File: src/sv/tibd_pkg.sv
// Package for the timed integrating button debouncer.
// Register indexes, reset values and the result word type; no dependencies.
package tibd_pkg;

    localparam int unsigned INTEG_W   = 16;
    localparam int unsigned TIME_W    = 32;
    localparam int unsigned CFG_IDX_W = 2;
    localparam int unsigned CFG_DAT_W = 16;

    localparam logic [CFG_IDX_W-1:0] REG_HOLD_THRESHOLD = 2'd0;
    localparam logic [CFG_IDX_W-1:0] REG_PRESSED_LEVEL  = 2'd1;

    localparam logic [INTEG_W-1:0] HOLD_THRESHOLD_RST = 16'd50;
    localparam logic               PRESSED_LEVEL_RST  = 1'b0;

    typedef struct packed {
        logic [INTEG_W-1:0] hold_threshold;
        logic               pressed_level;
    } tibd_cfg_t;

    typedef struct packed {
        logic               debounced;
        logic               turned_on;
        logic               turned_off;
        logic [INTEG_W-1:0] integrator_level;
    } tibd_res_t;

endpackage

File: src/sv/tibd_cfg_regs.sv
// Configuration register file of the debouncer.
// Depends on tibd_pkg.
module tibd_cfg_regs (
    input  logic                             aclk,
    input  logic                             aresetn,
    input  logic                             cfg_valid,
    output logic                             cfg_ready,
    input  logic [tibd_pkg::CFG_IDX_W-1:0]   cfg_index,
    input  logic [tibd_pkg::CFG_DAT_W-1:0]   cfg_data,
    output tibd_pkg::tibd_cfg_t              cfg
);

    tibd_pkg::tibd_cfg_t cfg_reg;

    assign cfg_ready = 1'b1;
    assign cfg       = cfg_reg;

    always_ff @(posedge aclk) begin
        if (!aresetn) begin
            cfg_reg.hold_threshold <= tibd_pkg::HOLD_THRESHOLD_RST;
            cfg_reg.pressed_level  <= tibd_pkg::PRESSED_LEVEL_RST;
        end else if (cfg_valid) begin
            case (cfg_index)
                tibd_pkg::REG_HOLD_THRESHOLD: cfg_reg.hold_threshold <= cfg_data;
                tibd_pkg::REG_PRESSED_LEVEL:  cfg_reg.pressed_level  <= cfg_data[0];
                default: ;
            endcase
        end
    end

endmodule

File: src/sv/tibd_core.sv
// Integrator state and its single-pass update for one sample word.
// Depends on tibd_pkg.
module tibd_core (
    input  logic                            aclk,
    input  logic                            aresetn,
    input  logic                            advance,
    input  logic                            raw_level,
    input  logic [tibd_pkg::TIME_W-1:0]     now_ms,
    input  tibd_pkg::tibd_cfg_t             cfg,
    output tibd_pkg::tibd_res_t             res
);

    localparam int unsigned W = tibd_pkg::INTEG_W;

    // only the low bits of the timestamp take part in the elapsed time
    logic [W-1:0] integ_reg, integ_next;
    logic [W-1:0] last_reg, last_next;
    logic         state_reg, state_next;

    logic         pressed;
    logic [W-1:0] elapsed;
    logic [W:0]   sum;
    logic [W:0]   dec;
    logic [W-1:0] upd;

    always_comb begin
        pressed    = (raw_level == cfg.pressed_level);
        elapsed    = now_ms[W-1:0] - last_reg;
        sum        = {1'b0, integ_reg} + {1'b0, elapsed};
        dec        = {1'b0, elapsed} + {{W{1'b0}}, 1'b1};
        integ_next = integ_reg;
        last_next  = last_reg;
        state_next = state_reg;
        upd        = integ_reg;

        if (pressed) begin
            upd = (sum > {1'b0, cfg.hold_threshold}) ? cfg.hold_threshold : sum[W-1:0];
        end else begin
            upd = (dec > {1'b0, integ_reg}) ? '0 : (integ_reg - dec[W-1:0]);
        end

        if (pressed && integ_reg == '0) begin
            integ_next = {{(W-1){1'b0}}, 1'b1};
            last_next  = now_ms[W-1:0];
        end else if (integ_reg != '0 && elapsed != '0) begin
            integ_next = upd;
            last_next  = now_ms[W-1:0];
            if (upd == cfg.hold_threshold) state_next = 1'b1;
            if (upd == '0)                 state_next = 1'b0;
        end

        res.debounced        = state_next;
        res.turned_on        = state_next & ~state_reg;
        res.turned_off       = state_reg & ~state_next;
        res.integrator_level = integ_next;
    end

    always_ff @(posedge aclk) begin
        if (!aresetn) begin
            integ_reg <= '0;
            last_reg  <= '0;
            state_reg <= 1'b0;
        end else if (advance) begin
            integ_reg <= integ_next;
            last_reg  <= last_next;
            state_reg <= state_next;
        end
    end

    a_pressed_needs_charge: assert property (@(posedge aclk) disable iff (!aresetn)
        state_reg |-> integ_reg != '0)
        else $error("debounced set with empty integrator");

    a_hold_when_idle: assert property (@(posedge aclk) disable iff (!aresetn)
        !advance |=> $stable(integ_reg) && $stable(state_reg) && $stable(last_reg))
        else $error("state moved without a word");

    a_on_at_threshold: assert property (@(posedge aclk) disable iff (!aresetn)
        advance && res.turned_on |-> integ_next == cfg.hold_threshold && integ_reg != '0)
        else $error("switch-on away from threshold");

endmodule

File: src/sv/timed_integrating_button_debouncer_unit.sv
// Pipeline: a sample is taken into the input register, its result into the result register.
// Throughput: one sample word per cycle unless m_ready stalls the result register;
// the 17-bit add or subtract and compare sit between the input and result registers.
// Reset: synchronous active-low aresetn clears integrator, timestamp, debounced state,
// both stage valids, and loads hold_threshold = 50, pressed_level = 0.
module timed_integrating_button_debouncer_unit (
    input  logic                             aclk,
    input  logic                             aresetn,
    input  logic                             s_valid,
    output logic                             s_ready,
    input  logic                             s_raw_level,
    input  logic [tibd_pkg::TIME_W-1:0]      s_now_ms,
    output logic                             m_valid,
    input  logic                             m_ready,
    output logic                             m_debounced,
    output logic                             m_turned_on,
    output logic                             m_turned_off,
    output logic [tibd_pkg::INTEG_W-1:0]     m_integrator_level,
    input  logic                             cfg_valid,
    output logic                             cfg_ready,
    input  logic [tibd_pkg::CFG_IDX_W-1:0]   cfg_index,
    input  logic [tibd_pkg::CFG_DAT_W-1:0]   cfg_data
);

    tibd_pkg::tibd_cfg_t cfg;
    tibd_pkg::tibd_res_t res;
    tibd_pkg::tibd_res_t out_reg;

    logic                          in_valid_reg;
    logic                          raw_reg;
    logic [tibd_pkg::TIME_W-1:0]   now_reg;
    logic                          out_valid_reg;
    logic                          advance;

    assign advance = in_valid_reg && (!out_valid_reg || m_ready);
    assign s_ready = !in_valid_reg || advance;

    tibd_cfg_regs u_cfg (
        .aclk      (aclk),
        .aresetn   (aresetn),
        .cfg_valid (cfg_valid),
        .cfg_ready (cfg_ready),
        .cfg_index (cfg_index),
        .cfg_data  (cfg_data),
        .cfg       (cfg)
    );

    tibd_core u_core (
        .aclk      (aclk),
        .aresetn   (aresetn),
        .advance   (advance),
        .raw_level (raw_reg),
        .now_ms    (now_reg),
        .cfg       (cfg),
        .res       (res)
    );

    always_ff @(posedge aclk) begin
        if (!aresetn) begin
            in_valid_reg <= 1'b0;
        end else if (s_ready) begin
            in_valid_reg <= s_valid;
        end
    end

    always_ff @(posedge aclk) begin
        if (s_valid && s_ready) begin
            raw_reg <= s_raw_level;
            now_reg <= s_now_ms;
        end
    end

    always_ff @(posedge aclk) begin
        if (!aresetn) begin
            out_valid_reg <= 1'b0;
        end else if (advance) begin
            out_valid_reg <= 1'b1;
        end else if (m_ready) begin
            out_valid_reg <= 1'b0;
        end
    end

    always_ff @(posedge aclk) begin
        if (advance) begin
            out_reg <= res;
        end
    end

    assign m_valid            = out_valid_reg;
    assign m_debounced        = out_reg.debounced;
    assign m_turned_on        = out_reg.turned_on;
    assign m_turned_off       = out_reg.turned_off;
    assign m_integrator_level = out_reg.integrator_level;

    a_edges_exclusive: assert property (@(posedge aclk) disable iff (!aresetn)
        out_valid_reg |-> !(out_reg.turned_on && out_reg.turned_off))
        else $error("both edge pulses in one word");

    a_on_edge_level: assert property (@(posedge aclk) disable iff (!aresetn)
        out_valid_reg && out_reg.turned_on |-> out_reg.debounced)
        else $error("switch-on pulse with released level");

    a_no_drop: assert property (@(posedge aclk) disable iff (!aresetn)
        in_valid_reg && out_valid_reg && !m_ready |=> in_valid_reg && out_valid_reg)
        else $error("word lost under stall");

endmodule

File: config.mk
export PLATFORM = sky130hd
export DESIGN_NAME = timed_integrating_button_debouncer_unit
export DESIGN_NICKNAME = d
export VERILOG_FILES = /design/src/sv/tibd_pkg.sv /design/src/sv/tibd_cfg_regs.sv /design/src/sv/tibd_core.sv /design/src/sv/timed_integrating_button_debouncer_unit.sv
export SDC_FILE = /design/constraint.sdc
export NUM_CORES = 1
export LEC_CHECK = 0
export BUFFER_PORTS_ARGS = -buffer_cell sky130_fd_sc_hd__clkbuf_2
export CELL_PAD_IN_SITES_DETAIL_PLACEMENT = 1
export CELL_PAD_IN_SITES_GLOBAL_PLACEMENT = 2
export CORE_MARGIN = 2
export CORE_UTILIZATION = 36
export CTS_BUF_LIST = sky130_fd_sc_hd__clkbuf_16
export CTS_CLUSTER_SIZE = 25
export DETAILED_ROUTE_END_ITERATION = 7
export GPL_TIMING_DRIVEN = 0
export PLACE_DENSITY = 0.77
export SLEW_MARGIN = 20
export SYNTH_ARGS = -nofsm -noshare
export SYNTH_HDL_FRONTEND = slang
export SYNTH_SLANG_ARGS = --single-unit
export TNS_END_PERCENT = 1
File: constraint.sdc
create_clock -name aclk -period 7.5 [get_ports aclk]
set_input_delay 1.5 -clock aclk [delete_from_list [all_inputs] [get_ports aclk]]
set_output_delay 1.5 -clock aclk [all_outputs]
set_load 0.1 [all_outputs]
==> results by stage, run 1 <==
Status:
- The flow ran to the end, and the final reports show no timing, DRC or antenna violations.

STA:
- The count of endpoints failing hold in the final timing report is 0.
- The final clock skew is 12.6 ps.
- The tightest hold path in the finished design has a slack of 470 ps.
- The count of endpoints failing setup in the final report is 0.
- The achievable clock frequency is 142 MHz.
- Counting I/O delays and the setup requirement, the final critical path takes 7050 ps.
- The final number of max-transition violations is 0.
- After routing, the total negative slack on setup checks comes to 0 ps.
- The measured slew at the worst slew-check pin is 1020 ps.
- The tightest slew margin relative to the limit is 31.8%.
- The final worst-path cycle share is 94.0%.

Min path:
- The number of cells on the worst hold path is 2.
- The type of the worst min-delay path is reg2reg.

Place:
- The number of placed instances, taps included, is 1351.
- The HPWL after detailed placement is 23900 um.
- The final weighted congestion of routability-driven global placement is 0.965.
- Port buffering added 60 buffers.
- The placed cell area is 0.00873 sq mm.

Pwr:
- The total power is 3.15 mW.
- The leakage power total is 3.62 nW.
- The worst-case IR drop observed on VDD is 0.208 mV.
- In this run the power density over the cells is 344 mW/mm^2.

Clock tree:
- The maximum level of the CTS H-tree is 3.
- Counting the buffers created by CTS gives 9.
- Clock-pin slew was measured on the worst setup and hold paths at 80 ps.
- The tree built by TritonCTS fans out to 88 sinks.
- The clock root buffer is sky130_fd_sc_hd__clkbuf_16.
- The deepest clock path buffer count is 2.
- TritonCTS built the clock tree.
- The later-pin clock latency in the skew report is 360 ps.

Die:
- The width of the die is 154 um.
- The area enclosed by the die boundary is 0.0236 sq mm.
- The count of standard-cell rows is 54.
- The total I/O pin count is 78.
- After floorplanning, the core was sized to cover 0.0219 sq mm.
- The initial core utilization is 36.9%.
- The die boundary height is 154 um.

Detailed routing:
- After detailed routing, the number of remaining DRC violations is 0.
- The number of design-rule violations left by the first detailed-router iteration is 531.
- The routed wire length is 29700 um.
- The per-cell routed wire length is 21.7 um.
- The count of nets left with antenna violations once routing finished came out at 0.
- The routed layout has 7875 vias.
- The first detailed-routing pass ran for 5 iterations.
- The number of vias per cell is 5.76.

Logic synthesis:
- The net count after synthesis is 1151.
- The share of the synthesized netlist area taken by xor and xnor gates is 5.42%.
- The sequential element share of the synthesized area is 26.3%.
- The simple-gate share of the synthesized area is 21.0%.
- The number of different library cells used by synthesis comes to 80.
- The synthesis warning total is 0.
- The synthesized netlist devotes 26.7% of its cell area to compound gates.
- The adder-cell share of the synthesized area is 13.3%.
- The combinational family with the most area after synthesis is compound AO/OA/AOI/OAI gates.
- A synthesized cell averages 7.99 sq um.
- The most used flip-flop cell after synthesis is sky130_fd_sc_hd__dfxtp_1.
- After synthesis, the share of flip-flops with an asynchronous set or reset is 0%.
- Counting every instance in the synthesized netlist gives 1011.
- The cell area after synthesis is 0.00808 sq mm.
- Yosys mapped a number of flops with a built-in enable equal to 36.
- After synthesis, the share of cell area in mux cells is 1.26%.
- The number of flip-flops and latches in the synthesized netlist is 88.

Worst setup path:
- The highest net fanout along the worst path is 10.
- The slack of the worst reg-to-reg path is 450 ps.
- The category of the worst setup path launch point is a register.
- The data required time of the critical path is 7680 ps.
- The number of buffers and inverters on the critical path is 2.
- The largest individual stage delay along the critical path comes from the cell sky130_fd_sc_hd__a2111oi_1.
- The data arrival time of the worst path is 7230 ps.
- The largest stage delay on the critical path is 470 ps.
- The depth of the worst register-to-register path is 26.
- The gate family responsible for the most delay along the worst path is compound AO/OA/AOI/OAI gates.
- The worst setup path is captured at a register.
- The critical setup path kind is reg2reg.
- Counting buffers and inverters, the worst setup path is 26 cells deep.

Global routing:
- The overall overflow remaining after global route is 0.
- In the global route stage, overall resource usage came out at 25.0%.
- The number of antenna violations at the first check in global routing is 0.
- The met2 usage is 37.1%.
- The met1 track demand over resource is 38.3%.
- Entering global routing, the biggest net connects 29 pins.
- The busiest layer in global routing is met1.
- The via count of the first global-routing pass is 7744.
- The first global-routing pass estimated 45900 um of wire.
- For this run, global-route usage on met3 was measured as 3.16%.

Final layout:
- The cell area after layout is 0.00914 sq mm.
- The repair_antennas step left the layout with diodes totalling 0.
- The number of flip-flops under the largest register name is 17.
- The filler-free cell count of the finished design is 1368.
- The most common cell after layout, fill and taps aside is sky130_fd_sc_hd__nand2_1.
- The library cells used most frequently in the layout, excluding fill and tap cells, are sky130_fd_sc_hd__nand2_1 (118), sky130_fd_sc_hd__inv_1 (88), sky130_fd_sc_hd__ha_1 (80).
- The layout has 2723 filler cells.
- The fraction of layout instances using a drive strength above 1 is 10.8%.
- The area growth from synthesis to layout is 13.2%.
- For this run, the post-layout net count is 1223.

Flow run:
- The number of max-capacitance violations reported is 0.
## final timing paths
kind | start | end
max | now_reg[0] | m_turned_on
max reg2reg | now_reg[0] | m_turned_on
min | u_cfg.cfg[12] | u_cfg.cfg[12]
min reg2reg | u_cfg.cfg[12] | u_cfg.cfg[12]
## Yosys cell counts, types with 4 or more instances
cell | count | area, sq um
sky130_fd_sc_hd__nand2_1 | 118 | 443
sky130_fd_sc_hd__inv_1 | 88 | 330
sky130_fd_sc_hd__ha_1 | 81 | 1010
sky130_fd_sc_hd__a21oi_1 | 71 | 355
sky130_fd_sc_hd__nor2_1 | 62 | 233
sky130_fd_sc_hd__dfxtp_1 | 52 | 1040
sky130_fd_sc_hd__o21ai_0 | 47 | 235
sky130_fd_sc_hd__xnor2_1 | 37 | 324
sky130_fd_sc_hd__a21boi_0 | 36 | 270
sky130_fd_sc_hd__edfxtp_1 | 36 | 1080
sky130_fd_sc_hd__clkbuf_1 | 28 | 105
sky130_fd_sc_hd__nand3_1 | 27 | 135
sky130_fd_sc_hd__nor2b_1 | 25 | 156
sky130_fd_sc_hd__a21o_1 | 20 | 150
sky130_fd_sc_hd__nand4_1 | 19 | 119
sky130_fd_sc_hd__nor3_1 | 18 | 90.1
sky130_fd_sc_hd__o211ai_1 | 15 | 113
sky130_fd_sc_hd__xor2_1 | 13 | 114
sky130_fd_sc_hd__and3_1 | 11 | 68.8
sky130_fd_sc_hd__nand2b_1 | 11 | 68.8
sky130_fd_sc_hd__a22o_1 | 10 | 87.6
sky130_fd_sc_hd__o21a_1 | 10 | 75.1
sky130_fd_sc_hd__a211oi_1 | 9 | 67.6
sky130_fd_sc_hd__mux2i_1 | 9 | 90.1
sky130_fd_sc_hd__nor3b_1 | 9 | 67.6
sky130_fd_sc_hd__nor4_1 | 8 | 50.1
sky130_fd_sc_hd__a2111oi_0 | 7 | 61.3
sky130_fd_sc_hd__a211o_1 | 7 | 61.3
sky130_fd_sc_hd__a221oi_1 | 7 | 61.3
sky130_fd_sc_hd__a22oi_1 | 7 | 52.6
sky130_fd_sc_hd__a31oi_1 | 6 | 37.5
sky130_fd_sc_hd__and2_1 | 6 | 37.5
sky130_fd_sc_hd__o22ai_1 | 6 | 37.5
sky130_fd_sc_hd__o2111ai_1 | 5 | 43.8
sky130_fd_sc_hd__o31a_1 | 5 | 43.8
sky130_fd_sc_hd__o31ai_1 | 5 | 37.5
sky130_fd_sc_hd__o32a_1 | 5 | 50.1
sky130_fd_sc_hd__or3_1 | 5 | 31.3
sky130_fd_sc_hd__or4_1 | 5 | 37.5
sky130_fd_sc_hd__nor4b_1 | 4 | 35.0
sky130_fd_sc_hd__o21ai_1 | 4 | 20.0
## power breakdown
| group | internal, mW | switching [mW] |
|---|---|---|
| clock network | 0.235 | 0.222 |
| logic | 0.682 | 1.39 |
| registers | 0.568 | 0.0529 |
| total | 1.49 | 1.66 |
## cell type report
class                   count  area, sq um  share of cell area, %
clock buffers               9          225                   2.46
well taps                 280          350                   3.83
flip-flops and latches     88         2120                   23.2
multi-input cells         798         5570                   60.9
clock inverters             7         72.6                  0.794
plain buffers              33          143                   1.56
inverters                  90          338                   3.70
repair buffers             63          323                   3.53
## what timing repair did
action,4_1_cts,5_1_grt
pin swaps,0,1
gates resized for setup,5,18
hold buffers,0,0
buffers inserted,0,3
setup endpoints to repair,11,13
endpoints found under the hold margin,0,0
## layer usage
metal / part of all wire [%] / routed length, um
met1: 51 / 15200
met2: 42 / 12600
met3: 5.0 / 1500
met4: 1.3 / 387
met5: 0 / 0
## worst min-delay path, delay by kind of cell, from the launching register on
family	cells	cell delay [ps]
AOI/OAI and AO/OA	1	60
DFF	1	310
and+or+nand+nor	1	50
## cells by family after synthesis
| group | after synthesis |
|---|---|
| multiplexers | 10 |
| XOR/XNOR | 50 |
| other | 1 |
| flip-flops | 88 |
| AO/OA/AOI/OAI | 311 |
| buffers and inverters | 125 |
| adder cells (fa/ha/maj) | 84 |
| AND/OR/NAND/NOR | 342 |
## through the flow
step	utilization [%]	worst slack, ps
after floorplan	-	1460
after global placement	39.9	-302
after detailed placement	39.9	-345
after CTS	41.3	31.6
after global routing	41.8	-8.53
final	41.8	447
Note: power is estimated with default switching activity, not from simulation.
==> inputs of run 2 (changes only) <==
--- a/config.mk
+++ b/config.mk
@@ -8,13 +8,15 @@
 export BUFFER_PORTS_ARGS = -buffer_cell sky130_fd_sc_hd__clkbuf_2
 export CELL_PAD_IN_SITES_DETAIL_PLACEMENT = 1
 export CELL_PAD_IN_SITES_GLOBAL_PLACEMENT = 2
+export CORE_ASPECT_RATIO = 1.75
 export CORE_MARGIN = 2
-export CORE_UTILIZATION = 36
-export CTS_BUF_LIST = sky130_fd_sc_hd__clkbuf_16
+export CORE_UTILIZATION = 37
+export CTS_BUF_LIST = sky130_fd_sc_hd__clkbuf_4
+export CTS_CLUSTER_DIAMETER = 150
 export CTS_CLUSTER_SIZE = 25
 export DETAILED_ROUTE_END_ITERATION = 7
 export GPL_TIMING_DRIVEN = 0
-export PLACE_DENSITY = 0.77
+export PLACE_DENSITY = 0.79
 export SLEW_MARGIN = 20
 export SYNTH_ARGS = -nofsm -noshare
 export SYNTH_HDL_FRONTEND = slang
==> run 2 against run 1 <==
Hold slack better by 1.7 ps. Clock power down 40%. Clock skew up 24 ps. Die area down 2.4%. Design area down 1.7%. Flip-flop and latch count unchanged. Largest cell class unchanged. Highest routed layer unchanged.
==> results by stage, run 2 (synthesized netlist as in run 1, its figures left out) <==
Status:
- The flow ran to the end, and the final reports show no timing, DRC or antenna violations.

Clock tree:
- The H-tree generated during clock tree synthesis spans 3 levels.
- The clock root buffer is sky130_fd_sc_hd__clkbuf_4.
- The number of clock buffers added by TritonCTS is 9.
- TritonCTS built the clock tree.
- The clock transition at the register clock pins on the worst setup and hold paths after CTS is 160 ps.
- The hold-fix buffer count after cts is 0.
- The later-pin clock latency in the skew report is 520 ps.
- Counting every sink on the clock net gives 88.
- The deepest clock path buffer count is 2.

Place:
- The congestion estimate from routability-driven global placement came to 0.959.
- The count of input and output buffers is 60.
- The HPWL after detailed placement is 25800 um.
- After detailed placement, the design holds a cell count of 1363.

Detailed routing:
- In this run the remaining antenna-violating nets after routing total 0.
- The per-cell routed wire length is 22.2 um.
- The number of vias per cell is 5.71.
- The final layout contains routed wiring with a total length of 30600 um.
- After detailed routing, the number of remaining DRC violations is 0.
- The number of design-rule violations left by the first detailed-router iteration is 326.
- The total number of vias is 7882.
- For this run, the detailed router's first-pass iteration total came to 4.

Worst setup path:
- The category of the worst setup path launch point is a register.
- The slowest stage of the critical path belongs to the cell sky130_fd_sc_hd__nor4_2.
- In this run the worst setup path begins at now_reg[0].
- The data required time of the critical path is 7850 ps.
- The category of the worst setup path capture point is a register.
- Data arrives at the worst endpoint at 7580 ps.
- The highest net fanout along the worst path is 10.
- The gate family responsible for the most delay along the worst path is simple AND/OR/NAND/NOR gates.
- The critical path buffer and inverter count is 3.
- The signal on the critical path passes through inv_1 -> ha_1 -> fa_1 -> nand2b_1 -> a21oi_1 -> xor2_2 -> nand3_1 -> nor4_2 -> nand2_1 -> nor2_1 -> xor2_1 -> ha_1 -> nand4_1 -> or2_2 -> a21o_1 -> a32oi_1 -> clkbuf_1 -> o32ai_2 -> xnor2_1 -> a2111oi_0 -> nand4_1 -> buf_4 -> nor3_1.
- The critical path in this run is classified as reg2reg.
- In this run the register-to-register setup slack is 270 ps.
- The largest stage delay on the critical path is 690 ps.
- The worst register-to-register path begins at now_reg[0].

STA:
- In this run the tightest slew margin relative to its limit is 44.9%.
- The final number of max-transition violations is 0.
- The final worst-path cycle share is 96.4%.
- The clock period minus final worst setup slack is 7230 ps.
- Static timing analysis puts the maximum clock frequency at 138 MHz.
- The count of endpoints failing setup in the final report is 0.
- At the pin with the least slew margin, the transition time is 820 ps.
- Setup repair after global routing left no endpoint under its margin.
- Clock skew on the completed layout was measured at 36.8 ps.
- The count of endpoints failing hold in the final timing report is 0.

Global routing:
- The wire length of the first global-routing pass is 46300 um.
- The via count of the first global-routing pass is 8166.
- The number of antenna violations at the first check in global routing was 1.
- The maximum number of pins on one net before global-route repair is 29.
- Global routing finished with a remaining overflow of 0.
- Global routing used 27.1% of the available tracks.

Final layout:
- The layout overhead on the synthesized area is 11.3%.
- The library cell used most frequently in the layout, excluding fill and tap cells, is sky130_fd_sc_hd__nand2_1.
- The top cell types in the final layout, fill and taps aside, are sky130_fd_sc_hd__nand2_1 (118), sky130_fd_sc_hd__inv_1 (88), sky130_fd_sc_hd__ha_1 (80).
- The core utilization of the finished layout is 41.8%.
- The register with the most flip-flops in the layout has 17 of them.
- After the last flow step, the layout net total stands at 1223.
- Of the cells placed in the final design, the portion with a size suffix greater than 1 is 10.8%.
- The filler-free cell count of the finished design is 1381.

Pwr:
- Summed over all cells, the static leakage comes to 3.55 nW.
- For this design the ratio of total power to cell area is 328 mW/mm^2.
- The maximum vdd drop is 0.183 mV.

Min path:
- The startpoint identified for the worst hold timing path is u_core.last_reg[9].
- The type of the worst min-delay path is reg2reg.

Die:
- The initial utilization of the core area, before any placement, comes to 37.6%.
- The die covers 0.0231 sq mm.
- The total I/O pin count is 78.
- The width of the die is 116 um.
- The die boundary height is 199 um.
- The core region is 0.0215 sq mm.
- Row generation in the floorplan step produced 71 rows.

Flow run:
- The number of max-capacitance violations reported is 0.
==> run 2: layer usage <==
metal,GRT usage (%),vias to the layer above,share of wire (%)
met1,25.6,3804,35
met3,2.58,84,2.1
li1,-,3828,-
met5,0,-,0
met2,52.1,166,55
met4,20.9,0,8.5
==> run 2: repair_timing <==
| item | 4_1_cts | 5_1_grt |
|---|---|---|
| setup buffers | 1 | 2 |
| endpoints found under the setup margin | 14 | 11 |
| gates resized for setup | 10 | 11 |
| pin swaps | 1 | 1 |
==> run 2: stage by stage <==
stage               power, mW  TNS [ps]  instance area [sq um]  hold WS (ps)  setup WS (ps)
global route             3.15         0                   8990           499           6.77
detailed placement       2.63     -5360                   8740           459           -839
CTS                      2.94         0                   8920           478           14.5
global placement         2.61     -4590                   8740           452           -748
finish                   2.95         0                   8990           472            270
floorplan                2.01         0                   8080           443           1460
==> run 2: layout make-up <==
type                       count  area, sq um
antenna                        1         2.50
timing repair buffer          63          323
clock inverter                 7         75.1
multi-input combinational    798         5550
buffer                        33          145
fill                        2691        12500
clock buffer                   9         67.6
sequential                    88         2120
inverter                      90          338
tap                          292          365
==> run 2: worst paths after layout <==
path | to | cells after the start
max | m_turned_on | 23
min | u_core.last_reg[9] | 2
max reg2reg | m_turned_on | 23
min reg2reg | u_core.last_reg[9] | 2
==> run 2: power breakdown <==
group / internal, mW / switching [mW] / total [mW]
Sequential: 0.568 / 0.0533 / 0.621
Combinational: 0.671 / 1.39 / 2.06
Clock: 0.0784 / 0.195 / 0.273
==> run 2: worst reg2reg max path: cells and delay by family, from the launching register on <==
family | cells | cell delay, ps
buf+inv | 3 | 790
compound gates | 5 | 1840
fa+ha+maj | 3 | 1040
simple gates | 9 | 2410
xor+xnor | 3 | 610
flops | 1 | 380
==> inputs of run 3 (changes only) <==
--- a/config.mk
+++ b/config.mk
@@ -9,7 +9,7 @@
 export CELL_PAD_IN_SITES_DETAIL_PLACEMENT = 1
 export CELL_PAD_IN_SITES_GLOBAL_PLACEMENT = 2
 export CORE_ASPECT_RATIO = 1.75
-export CORE_MARGIN = 2
+export CORE_MARGIN = 3
 export CORE_UTILIZATION = 37
 export CTS_BUF_LIST = sky130_fd_sc_hd__clkbuf_4
 export CTS_CLUSTER_DIAMETER = 150
==> run 3 against run 2 <==
Clock-buffer cell count stayed put. Combinational power hardly changed. Die area is 2.7% higher. Setup slack better by 53 ps. Hold slack hardly changed. Maximum frequency is 0.74% higher. Global-route usage is 1.6 points lower. Critical path type unchanged. Largest cell class unchanged.
==> results by stage, run 3 (synthesized netlist as in run 1, its figures left out) <==
STA:
- The count of endpoints failing hold in the final timing report is 0.
- The final number of max-transition violations was 0.
- The measured slew at the worst slew-check pin is 789 ps.
- Setup violations remaining at the end of the flow were counted as 0.
- The clock period minus final worst setup slack is 7180 ps.
- Across the routed clock network, the largest skew measured is 37.1 ps.
- Static timing analysis puts the maximum clock frequency at 139 MHz.
- The worst-case hold slack is 472 ps.
- Headroom to the max-slew limit came out at 47.0%.
- The worst path uses 95.7% of the clock period.

Detailed routing:
- The number of vias per cell is 5.74.
- The detailed router finished its first iteration with 349 violations.
- The detail route stage leaves a number of antenna-violating nets equal to 0.
- The number of remaining DRC errors is 0.
- Before antenna repair, the detailed router went through 5 iterations.
- The total number of vias is 7911.
- The routed wire length is 30500 um.
- After detailed routing, the average wire length per cell comes to 22.1 um.

Place:
- The number of placed cells counting well taps is 1359.
- After legalization and detailed placement, the total HPWL measured 25500 um.
- The final weighted congestion of routability-driven global placement is 0.944.
- The placed cell area is 0.00874 sq mm.
- Input and output buffers added on the ports amount to 60.

Pwr:
- Power spread over the standard cell area amounts to 331 mW/mm^2.
- The net switching power of the design is 1.62 mW.
- Per report_power, the clock group accounts for 9.7% of the total.
- The net switching fraction of the power is 54.5%.
- The internal power of the cells totals 1.35 mW.
- The sequential fraction of design power is 20.9%.
- Per report_power, the combinational group accounts for 69.4% of the total.
- The maximum vdd drop is 0.187 mV.
- The total power is 2.98 mW.
- The leakage power total is 3.55 nW.

Worst setup path:
- In this design, the stage delay of the slowest critical-path cell is 640 ps.
- Data on the critical path is required at its endpoint by 7850 ps.
- The largest individual stage delay along the critical path comes from the cell sky130_fd_sc_hd__nor4_2.
- The data arrival time of the worst path is 7530 ps.
- The worst setup path is launched from a register.
- The highest net fanout along the worst path is 10.
- The worst setup path is of the reg2reg kind.
- The category of the worst setup path capture point is a register.
- Walking the worst path, the cells encountered are inv_1 -> ha_1 -> fa_1 -> nand2b_1 -> a21oi_1 -> xor2_2 -> buf_4 -> nand3_1 -> nor4_2 -> nand2_1 -> nor2_1 -> xor2_1 -> ha_1 -> nand4_1 -> or2_2 -> a21o_1 -> a32oi_1 -> clkbuf_1 -> o32ai_2 -> xnor2_1 -> a2111oi_2 -> nand4_1 -> o21ai_1.
- The slack of the worst reg-to-reg path is 320 ps.

Global routing:
- The first global-routing pass estimated 46700 um of wire.
- The via count of the first global-routing pass is 8225.
- The global routing usage summed across all routing layers is 25.6%.
- The maximum number of pins on one net before global-route repair is 29.
- The overall overflow remaining after global route is 0.
- The number of antenna violations at the first check in global routing is 2.

Die:
- The region available for standard cell placement spans 0.0212 sq mm.
- The die is 201 um tall.
- From left edge to right edge, the die measures 118 um.
- The die covers 0.0237 sq mm.
- The initial core utilization is 38.1%.
- During I/O placement, the number of pins put on the boundary was 78.
- The count of standard-cell rows is 70.

Final layout:
- The net count of the finished layout is 1222.
- The number of flip-flops under the largest register name is 17.
- The top cell types in the final layout, fill and taps aside, are sky130_fd_sc_hd__nand2_1 (118), sky130_fd_sc_hd__inv_1 (88), sky130_fd_sc_hd__ha_1 (80).
- The sequential cells in the finished layout cover a total of 0.00212 sq mm.
- Excluding fillers, the count of instances in the completed layout stands at 1379.
- In the final layout, the multi-input gates occupy 0.00556 sq mm.
- The fraction of layout instances using a drive strength above 1 is 10.7%.
- The core utilization of the finished layout is 42.5%.
- The most common cell after layout, fill and taps aside is sky130_fd_sc_hd__nand2_1.
- After routing the design area is 0.00900 sq mm.
- The area growth from synthesis to layout is 11.5%.
- After filler insertion, the fill cell instance count of the layout stands at 2666.

Flow run:
- Max-cap violations in this run came to 0.

Min path:
- The type of the worst min-delay path is reg2reg.

Clock tree:
- The TritonCTS sink count is 88.
- The maximum level of the CTS H-tree is 3.
- The number of buffers created by CTS is 9.
- The later-pin clock latency in the skew report is 510 ps.
- The clock transition at the register clock pins on the worst setup and hold paths after CTS is 150 ps.
- The CTS tree is yes.
- The tree is rooted in a sky130_fd_sc_hd__clkbuf_4.
- The longest clock path from root to sink contains 2 buffers.
- The hold-fix buffer count after cts is 0.

Status:
- The run finished with clean final reports.
## run 3: changes by cell type in the layout (fill, tap and decap cells not counted), moves of 2 or more
cell                       previous run  this run
sky130_fd_sc_hd__clkbuf_2            62        60
sky130_fd_sc_hd__clkinv_4             2         0
sky130_fd_sc_hd__diode_2              1         4
sky130_fd_sc_hd__inv_6                0         3
sky130_fd_sc_hd__inv_8                3         1
## run 3: routing by layer
layer / share of wire (%) / global-route usage, %
met5: 0 / 0
met4: 7.2 / 16.6
met3: 2.4 / 2.45
met2: 55 / 50.3
met1: 35 / 24.8
## run 3: what timing repair did
item	4_1_cts	5_1_grt
setup buffers	0	3
gates resized for setup	5	18
pin swaps	0	4
setup endpoints to repair	14	12
## run 3: final timing paths
check                            end          startpoint  cells after the start
setup / recovery         m_debounced          now_reg[0]                     23
hold / removal    u_core.last_reg[7]  u_core.last_reg[7]                      2
setup reg to reg         m_debounced          now_reg[0]                     23
hold reg to reg   u_core.last_reg[7]  u_core.last_reg[7]                      2
## run 3: stage by stage
step | setup TNS [ps] | setup slack (ps)
finish | 0 | 323
global route | -24.8 | -14.1
CTS | 0 | 5.48
detailed placement | -3810 | -675
global placement | -3860 | -649
floorplan | 0 | 1460
## run 3: cell type report
type | count | share of cell area, %
Tap cell | 288 | 4.00
Clock buffer | 9 | 0.751
Antenna cell | 4 | 0.111
Clock inverter | 7 | 0.848
Sequential cell | 88 | 23.6
Timing Repair Buffer | 63 | 3.59
Multi-Input combinational cell | 798 | 61.8
Buffer | 32 | 1.56
Inverter | 90 | 3.75
## run 3: critical path: cells and delay by family (launching register included)
kind | cells | cell delay, ps
XOR/XNOR | 3 | 580
flip-flops | 1 | 380
AO/OA/AOI/OAI | 6 | 1970
adder cells (fa/ha/maj) | 3 | 1040
AND/OR/NAND/NOR | 8 | 2250
buffers and inverters | 3 | 790
## run 3: power groups by stage
| stage | clock, mW | sequential [mW] | combinational (mW) |
|---|---|---|---|
| 6_report | 0.288 | 0.621 | 2.07 |
| 3_5_place_dp | 0 | 0.632 | 2.00 |
| 2_1_floorplan | 0 | 0.741 | 1.27 |
| 3_3_place_gp | 0 | 0.629 | 1.98 |
| 5_1_grt | 0.315 | 0.626 | 2.25 |
| 4_1_cts | 0.300 | 0.622 | 2.01 |
